### config.mk
export PLATFORM = sky130hd
export DESIGN_NAME = utf8_xml_text_validator
export DESIGN_NICKNAME = d
export VERILOG_FILES = /design/src/rtl/uxv_pkg.sv /design/src/rtl/uxv_step.sv /design/src/rtl/utf8_xml_text_validator.sv
export SDC_FILE = /design/constraint.sdc
export NUM_CORES = 1
export LEC_CHECK = 0
export ABC_AREA = 1
export ABC_CLOCK_PERIOD_IN_PS = 2500
export BUFFER_PORTS_ARGS = -buffer_cell sky130_fd_sc_hd__buf_2
export CORE_MARGIN = 2
export CORE_UTILIZATION = 60
export DETAILED_ROUTE_END_ITERATION = 8
export GPL_ROUTABILITY_DRIVEN = 0
export HOLD_SLACK_MARGIN = 0.15
export PLACE_DENSITY = 0.79
export SLEW_MARGIN = 10
export SYNTH_ARGS = -nofsm -noshare
export SYNTH_HDL_FRONTEND = slang
export SYNTH_SLANG_ARGS = --single-unit
### constraint.sdc
create_clock -name clock -period 2.5 [get_ports clock]
set_clock_uncertainty 0.15 [all_clocks]
set_input_delay 0.375 -clock clock [delete_from_list [all_inputs] [get_ports clock]]
set_output_delay 0.375 -clock clock [all_outputs]
set_load 0.01 [all_outputs]
### src/rtl/uxv_pkg.sv
// Shared types, constants and character-class function for the UTF-8 XML text validator.
package uxv_pkg;

   localparam int unsigned ByteW  = 8;
   localparam int unsigned AccumW = 21;

   localparam logic [ByteW-1:0] CONT_LOW   = 8'h80;
   localparam logic [ByteW-1:0] CONT_HIGH  = 8'hBF;
   localparam logic [ByteW-1:0] ASCII_MAX  = 8'h7F;
   localparam logic [ByteW-1:0] LEAD2_MIN  = 8'hC2;
   localparam logic [ByteW-1:0] LEAD2_MAX  = 8'hDF;
   localparam logic [ByteW-1:0] LEAD3_MIN  = 8'hE0;
   localparam logic [ByteW-1:0] LEAD3_MAX  = 8'hEF;
   localparam logic [ByteW-1:0] LEAD3_SURR = 8'hED;
   localparam logic [ByteW-1:0] LEAD4_MIN  = 8'hF0;
   localparam logic [ByteW-1:0] LEAD4_MAX  = 8'hF4;
   localparam logic [ByteW-1:0] E0_LOW     = 8'hA0;
   localparam logic [ByteW-1:0] ED_HIGH    = 8'h9F;
   localparam logic [ByteW-1:0] F0_LOW     = 8'h90;
   localparam logic [ByteW-1:0] F4_HIGH    = 8'h8F;

   localparam logic [1:0] PEND_NONE  = 2'd0;
   localparam logic [1:0] PEND_ONE   = 2'd1;
   localparam logic [1:0] PEND_TWO   = 2'd2;
   localparam logic [1:0] PEND_THREE = 2'd3;

   typedef struct packed {
      logic [1:0]        pending_count;
      logic [AccumW-1:0] point_accum;
      logic [ByteW-1:0]  next_low_bound;
      logic [ByteW-1:0]  next_high_bound;
      logic              error_seen;
   } uxv_state_type;

   localparam uxv_state_type STATE_RESET = '{
      pending_count:   PEND_NONE,
      point_accum:     '0,
      next_low_bound:  CONT_LOW,
      next_high_bound: CONT_HIGH,
      error_seen:      1'b0
   };

   // Legal XML 1.0 character: tab, LF, CR and the three allowed ranges.
   function automatic logic is_xml_char(input logic [AccumW-1:0] cp);
      return (cp == 21'h00009) || (cp == 21'h0000A) || (cp == 21'h0000D)
          || (cp >= 21'h00020 && cp <= 21'h0D7FF)
          || (cp >= 21'h0E000 && cp <= 21'h0FFFD)
          || (cp >= 21'h10000 && cp <= 21'h10FFFF);
   endfunction

endpackage

### src/rtl/uxv_step.sv
// Per-byte decode step: next decoder state and end-of-text verdict.
module uxv_step (
   input  uxv_pkg::uxv_state_type     state_cur,
   input  logic [uxv_pkg::ByteW-1:0]  byte_value,
   input  logic                       last_byte,
   output uxv_pkg::uxv_state_type     state_nxt,
   output logic                       text_valid
);
   import uxv_pkg::*;

   uxv_state_type     upd;
   logic [AccumW-1:0] shifted;

   assign shifted = {state_cur.point_accum[AccumW-7:0], byte_value[5:0]};

   always_comb begin
      upd = state_cur;
      if (!state_cur.error_seen) begin
         if (state_cur.pending_count == PEND_NONE) begin
            upd.next_low_bound  = CONT_LOW;
            upd.next_high_bound = CONT_HIGH;
            priority if (byte_value <= ASCII_MAX) begin
               if (!is_xml_char({{(AccumW-ByteW){1'b0}}, byte_value}))
                  upd.error_seen = 1'b1;
            end else if (byte_value >= LEAD2_MIN && byte_value <= LEAD2_MAX) begin
               upd.point_accum   = {{(AccumW-5){1'b0}}, byte_value[4:0]};
               upd.pending_count = PEND_ONE;
            end else if (byte_value >= LEAD3_MIN && byte_value <= LEAD3_MAX) begin
               upd.point_accum   = {{(AccumW-4){1'b0}}, byte_value[3:0]};
               upd.pending_count = PEND_TWO;
               if (byte_value == LEAD3_MIN)  upd.next_low_bound  = E0_LOW;
               if (byte_value == LEAD3_SURR) upd.next_high_bound = ED_HIGH;
            end else if (byte_value >= LEAD4_MIN && byte_value <= LEAD4_MAX) begin
               upd.point_accum   = {{(AccumW-3){1'b0}}, byte_value[2:0]};
               upd.pending_count = PEND_THREE;
               if (byte_value == LEAD4_MIN) upd.next_low_bound  = F0_LOW;
               if (byte_value == LEAD4_MAX) upd.next_high_bound = F4_HIGH;
            end else begin
               upd.error_seen = 1'b1;
            end
         end else if (byte_value < state_cur.next_low_bound
                      || byte_value > state_cur.next_high_bound) begin
            upd.error_seen = 1'b1;
         end else begin
            upd.point_accum     = shifted;
            upd.pending_count   = state_cur.pending_count - 2'd1;
            upd.next_low_bound  = CONT_LOW;
            upd.next_high_bound = CONT_HIGH;
            // completed code point must be an XML character
            if (state_cur.pending_count == PEND_ONE && !is_xml_char(shifted))
               upd.error_seen = 1'b1;
         end
      end
   end

   assign text_valid = !upd.error_seen && (upd.pending_count == PEND_NONE);
   assign state_nxt  = last_byte ? STATE_RESET : upd;

endmodule

### src/rtl/utf8_xml_text_validator.sv
// Top level of the streaming UTF-8 / XML 1.0 character text validator.
// rsp_valid rises once the last byte moves from the input stage into the result register.
// Throughput: one byte item per cycle unless a last byte stalls; uxv_step is combinational.
// Bytes without the last mark never wait on the result side; a last byte waits for space.
// Reset (synchronous, active high) empties both stages and clears the decoder state.
module utf8_xml_text_validator (
   input  logic                      clock,
   input  logic                      reset,
   input  logic                      req_valid,
   output logic                      req_ready,
   input  logic [uxv_pkg::ByteW-1:0] req_byte_value,
   input  logic                      req_last_byte,
   output logic                      rsp_valid,
   input  logic                      rsp_ready,
   output logic                      rsp_text_valid
);
   import uxv_pkg::*;

   // input stage: one byte item waiting for the decode step
   logic             s1_valid_ff, s1_valid_in;
   logic [ByteW-1:0] s1_byte_ff,  s1_byte_in;
   logic             s1_last_ff,  s1_last_in;

   // decoder state carried from byte to byte
   uxv_state_type    state_ff, state_in;
   uxv_state_type    state_step;

   // result register
   logic             out_valid_ff, out_valid_in;
   logic             out_text_ff,  out_text_in;

   logic             step_verdict;
   logic             s1_advance;
   logic             req_take;

   uxv_step u_step (
      .state_cur  (state_ff),
      .byte_value (s1_byte_ff),
      .last_byte  (s1_last_ff),
      .state_nxt  (state_step),
      .text_valid (step_verdict)
   );

   // A byte with no verdict always moves on; a last byte needs a free result slot.
   assign s1_advance = s1_valid_ff && (!s1_last_ff || !out_valid_ff || rsp_ready);
   assign req_ready  = !s1_valid_ff || s1_advance;
   assign req_take   = req_valid && req_ready;

   always_comb begin
      s1_valid_in = s1_valid_ff;
      s1_byte_in  = s1_byte_ff;
      s1_last_in  = s1_last_ff;
      if (req_take) begin
         s1_valid_in = 1'b1;
         s1_byte_in  = req_byte_value;
         s1_last_in  = req_last_byte;
      end else if (s1_advance) begin
         s1_valid_in = 1'b0;
      end
   end

   // advance decoder state only when the staged byte is consumed
   assign state_in = s1_advance ? state_step : state_ff;

   always_comb begin
      out_valid_in = out_valid_ff;
      out_text_in  = out_text_ff;
      if (s1_advance && s1_last_ff) begin
         out_valid_in = 1'b1;
         out_text_in  = step_verdict;
      end else if (rsp_ready) begin
         out_valid_in = 1'b0;
      end
   end

   always_ff @(posedge clock) begin
      if (reset) begin
         s1_valid_ff  <= 1'b0;
         state_ff     <= STATE_RESET;
         out_valid_ff <= 1'b0;
      end else begin
         s1_valid_ff  <= s1_valid_in;
         state_ff     <= state_in;
         out_valid_ff <= out_valid_in;
      end
   end

   // payload: no reset needed
   always_ff @(posedge clock) begin
      s1_byte_ff  <= s1_byte_in;
      s1_last_ff  <= s1_last_in;
      out_text_ff <= out_text_in;
   end

   assign rsp_valid      = out_valid_ff;
   assign rsp_text_valid = out_text_ff;

endmodule

==> results.ini <==
[worst_setup_path]
path_max_fanout=5
critPathArrivalTime_ns=2.39
cpMaxStageDelayCell=dfxtp_1
r2r_cells=13
worstSetupStartpointType=flip-flop
critical_path_depth=13
cp_cell_sequence=inv_1 > ha_1 > a21oi_1 > inv_1 > a21oi_1 > nand2_1 > nand2_2 > nand2_2 > nand2_1 > nand2_1 > a21oi_2 > nand2_1 > nor2_1
cp-end-kind=flip-flop
cp_top_family=simple AND/OR/NAND/NOR gates
worst-path-buf-inv=2
required_ns=2.51
path_common_cell=nand2_1
setup.worst_path.class=reg2reg
cpPeakStageDelay_ns=0.36

[clock_network]
cts.path.max_buffers=2
clk_pin_slew_ns=0.08
cts_setup_buffers=0
clock_latency_ns=0.29
numCtsBuffers=5
cts_sinks=35
cts_tree=yes
clockRootBuffer=clkbuf_8
htreeDepth=2

[grt]
gr-total-overflow=0
antenna_found_initial=0
grt_pass1_wl_um=8760
grt_pass1_vias=2004
grt_max_degree=26
grtUsageTotal=0.272

[timing]
slew_violations=0
rsz0062_at_grt=yes
finalCriticalPeriod_ns=2.38
relSlewSlack=0.615
tightest_slew_ns=0.577
hold_viol_final=0
min_period_over_period=0.953
finalSetupViolCount=0
fmax_mhz=420

[placement]
dpl.hpwl_um=3830
placed_area_mm2=0.00235
portBuffers=15
dp.cells=386

[floorplanning]
fp-row-count=22
start_util=0.616
core_area_mm2=0.00361
die_x_um=64.8
io_pins=16
die_height_um=64.8
die_area_mm2=0.00420

[power_and_ir_drop]
p_per_area_mw_per_mm2=513
power_mw=1.33
p_leak_nw=1.25
ir_worst_vdd_mv=0.404

[layout]
instances_no_fill=405
final_cell_mix=67 x nand2_1, 53 x inv_1, 44 x nor2_1
stdcell_area_mm2=0.00259
nets=380
drive_gt1_frac=0.146
antenna_cells=0
area_growth_pct=16.5
layout_commonest_cell=nand2_1
nFillCells=294

[worst_hold_path]
hold_class=in2reg
hold_depth=2

[synth]
yosys_warnings=0
netlist_top_cells_area=dfxtp_1 23%, edfxtp_1 14%, nand2_1 11%, inv_1 9.0%, nor2_1 7.4%
synth_top_area_share=0.225
synth_seq_cells=35
syn_nets=348
synthCells=324
synth_area_mm2=0.00222
synth_top_area_cell=dfxtp_1
synth_cell_types=30
seq_area_frac_synth=0.361
syn_avg_cell_area_um2=6.85

[drt]
drc=0
first_iter_violations=155
num_vias=2220
drt-total-wl_um=5420
via_per_inst=5.48
ant_nets=0
wire_per_inst_um=13.4
drt_pass1_iterations=5

[run_status]
status=finished clean

[flow_run]
cap_viol_max_count=0

-- repair_timing --
action                                  4_1_cts  5_1_grt
endpoints found under the setup margin        0       20
gates resized for setup                       0        8
hold buffers                                  9        0
endpoints found under the hold margin         9        0
-- path summary, 6_finish.rpt --
kind	startpoint	endpoint	slack, ns
setup / recovery	state_ff[4]	rsp_text_valid	0.12
hold / removal	reset	state_ff[18]	0.17
setup reg to reg	state_ff[4]	rsp_text_valid	0.12
hold reg to reg	state_ff[13]	state_ff[13]	0.32
-- routing by layer --
metal / up-vias / wire [um] / global-route usage
li1: 1124 / - / -
met1: 994 / 2430 / 0.364
met2: 90 / 2470 / 0.407
met3: 12 / 407 / 0.0781
met4: 0 / 110 / 0.117
met5: - / 0 / 0
-- synth_stat cells --
cell type / instances
nor4_1: 1
inv_2: 2
edfxtp_1: 10
o21a_1: 1
o21ai_0: 11
nor2_1: 44
nand2_1: 68
a21oi_2: 1
buf_6: 2
nand4_1: 10
buf_2: 1
nand2_2: 4
nor2_2: 2
ha_1: 11
nand4_4: 1
o211ai_2: 1
a31o_2: 1
nand3_2: 3
dfxtp_1: 25
inv_1: 53
nand3_1: 26
a21boi_0: 1
a21oi_1: 22
o211ai_1: 3
clkbuf_1: 3
nor2_4: 1
clkinv_1: 1
nor3_1: 10
o21ai_1: 4
nand2_4: 1
-- layout make-up --
| class | instances | area, um2 | share of cell area |
|---|---|---|---|
| clock buffer | 5 | 68.8 | 0.0266 |
| tap | 48 | 60.1 | 0.0232 |
| multi-input combinational | 229 | 1220 | 0.472 |
| timing repair buffer | 29 | 203 | 0.0784 |
| sequential | 35 | 801 | 0.310 |
| inverter | 56 | 214 | 0.0827 |
| clock inverter | 3 | 18.8 | 0.00726 |
-- cell families after synthesis --
logic type | Yosys count | share of synthesized area
AO/OA/AOI/OAI | 45 | 0.114
AND/OR/NAND/NOR | 171 | 0.352
flip-flops | 35 | 0.361
adder cells (fa/ha/maj) | 11 | 0.0620
buffers and inverters | 62 | 0.112
-- power breakdown --
group	switching [mW]	internal, mW
Sequential	0.0271	0.619
Combinational	0.168	0.0986
Clock	0.220	0.195
-- worst reg2reg max path, delay by kind of cell (launching register included) --
family | cells | cell delay [ns]
AND/OR/NAND/NOR | 7 | 0.72
adder cells (fa/ha/maj) | 1 | 0.32
buffers and inverters | 2 | 0.18
flip-flops | 1 | 0.36
AO/OA/AOI/OAI | 3 | 0.49
-- flip-flops by register name, indices dropped and copies added, names as in the netlist --
register	flops
rsp_text_valid	1
s1_last_ff	1
rsp_valid	1
s1_byte_ff	8
state_ff	23
s1_valid_ff	1
-- through the flow --
step	setup slack, ns	setup TNS [ns]	hold WS, ns	utilization
floorplan	0.434	0	0.283	-
global placement	0.198	0	0.299	0.653
detailed placement	0.168	0	0.303	0.653
CTS	0.146	0	0.177	0.702
global route	-0.0743	-0.235	0.164	0.717
finish	0.119	0	0.171	0.717
(Power assumes the default switching activity.)
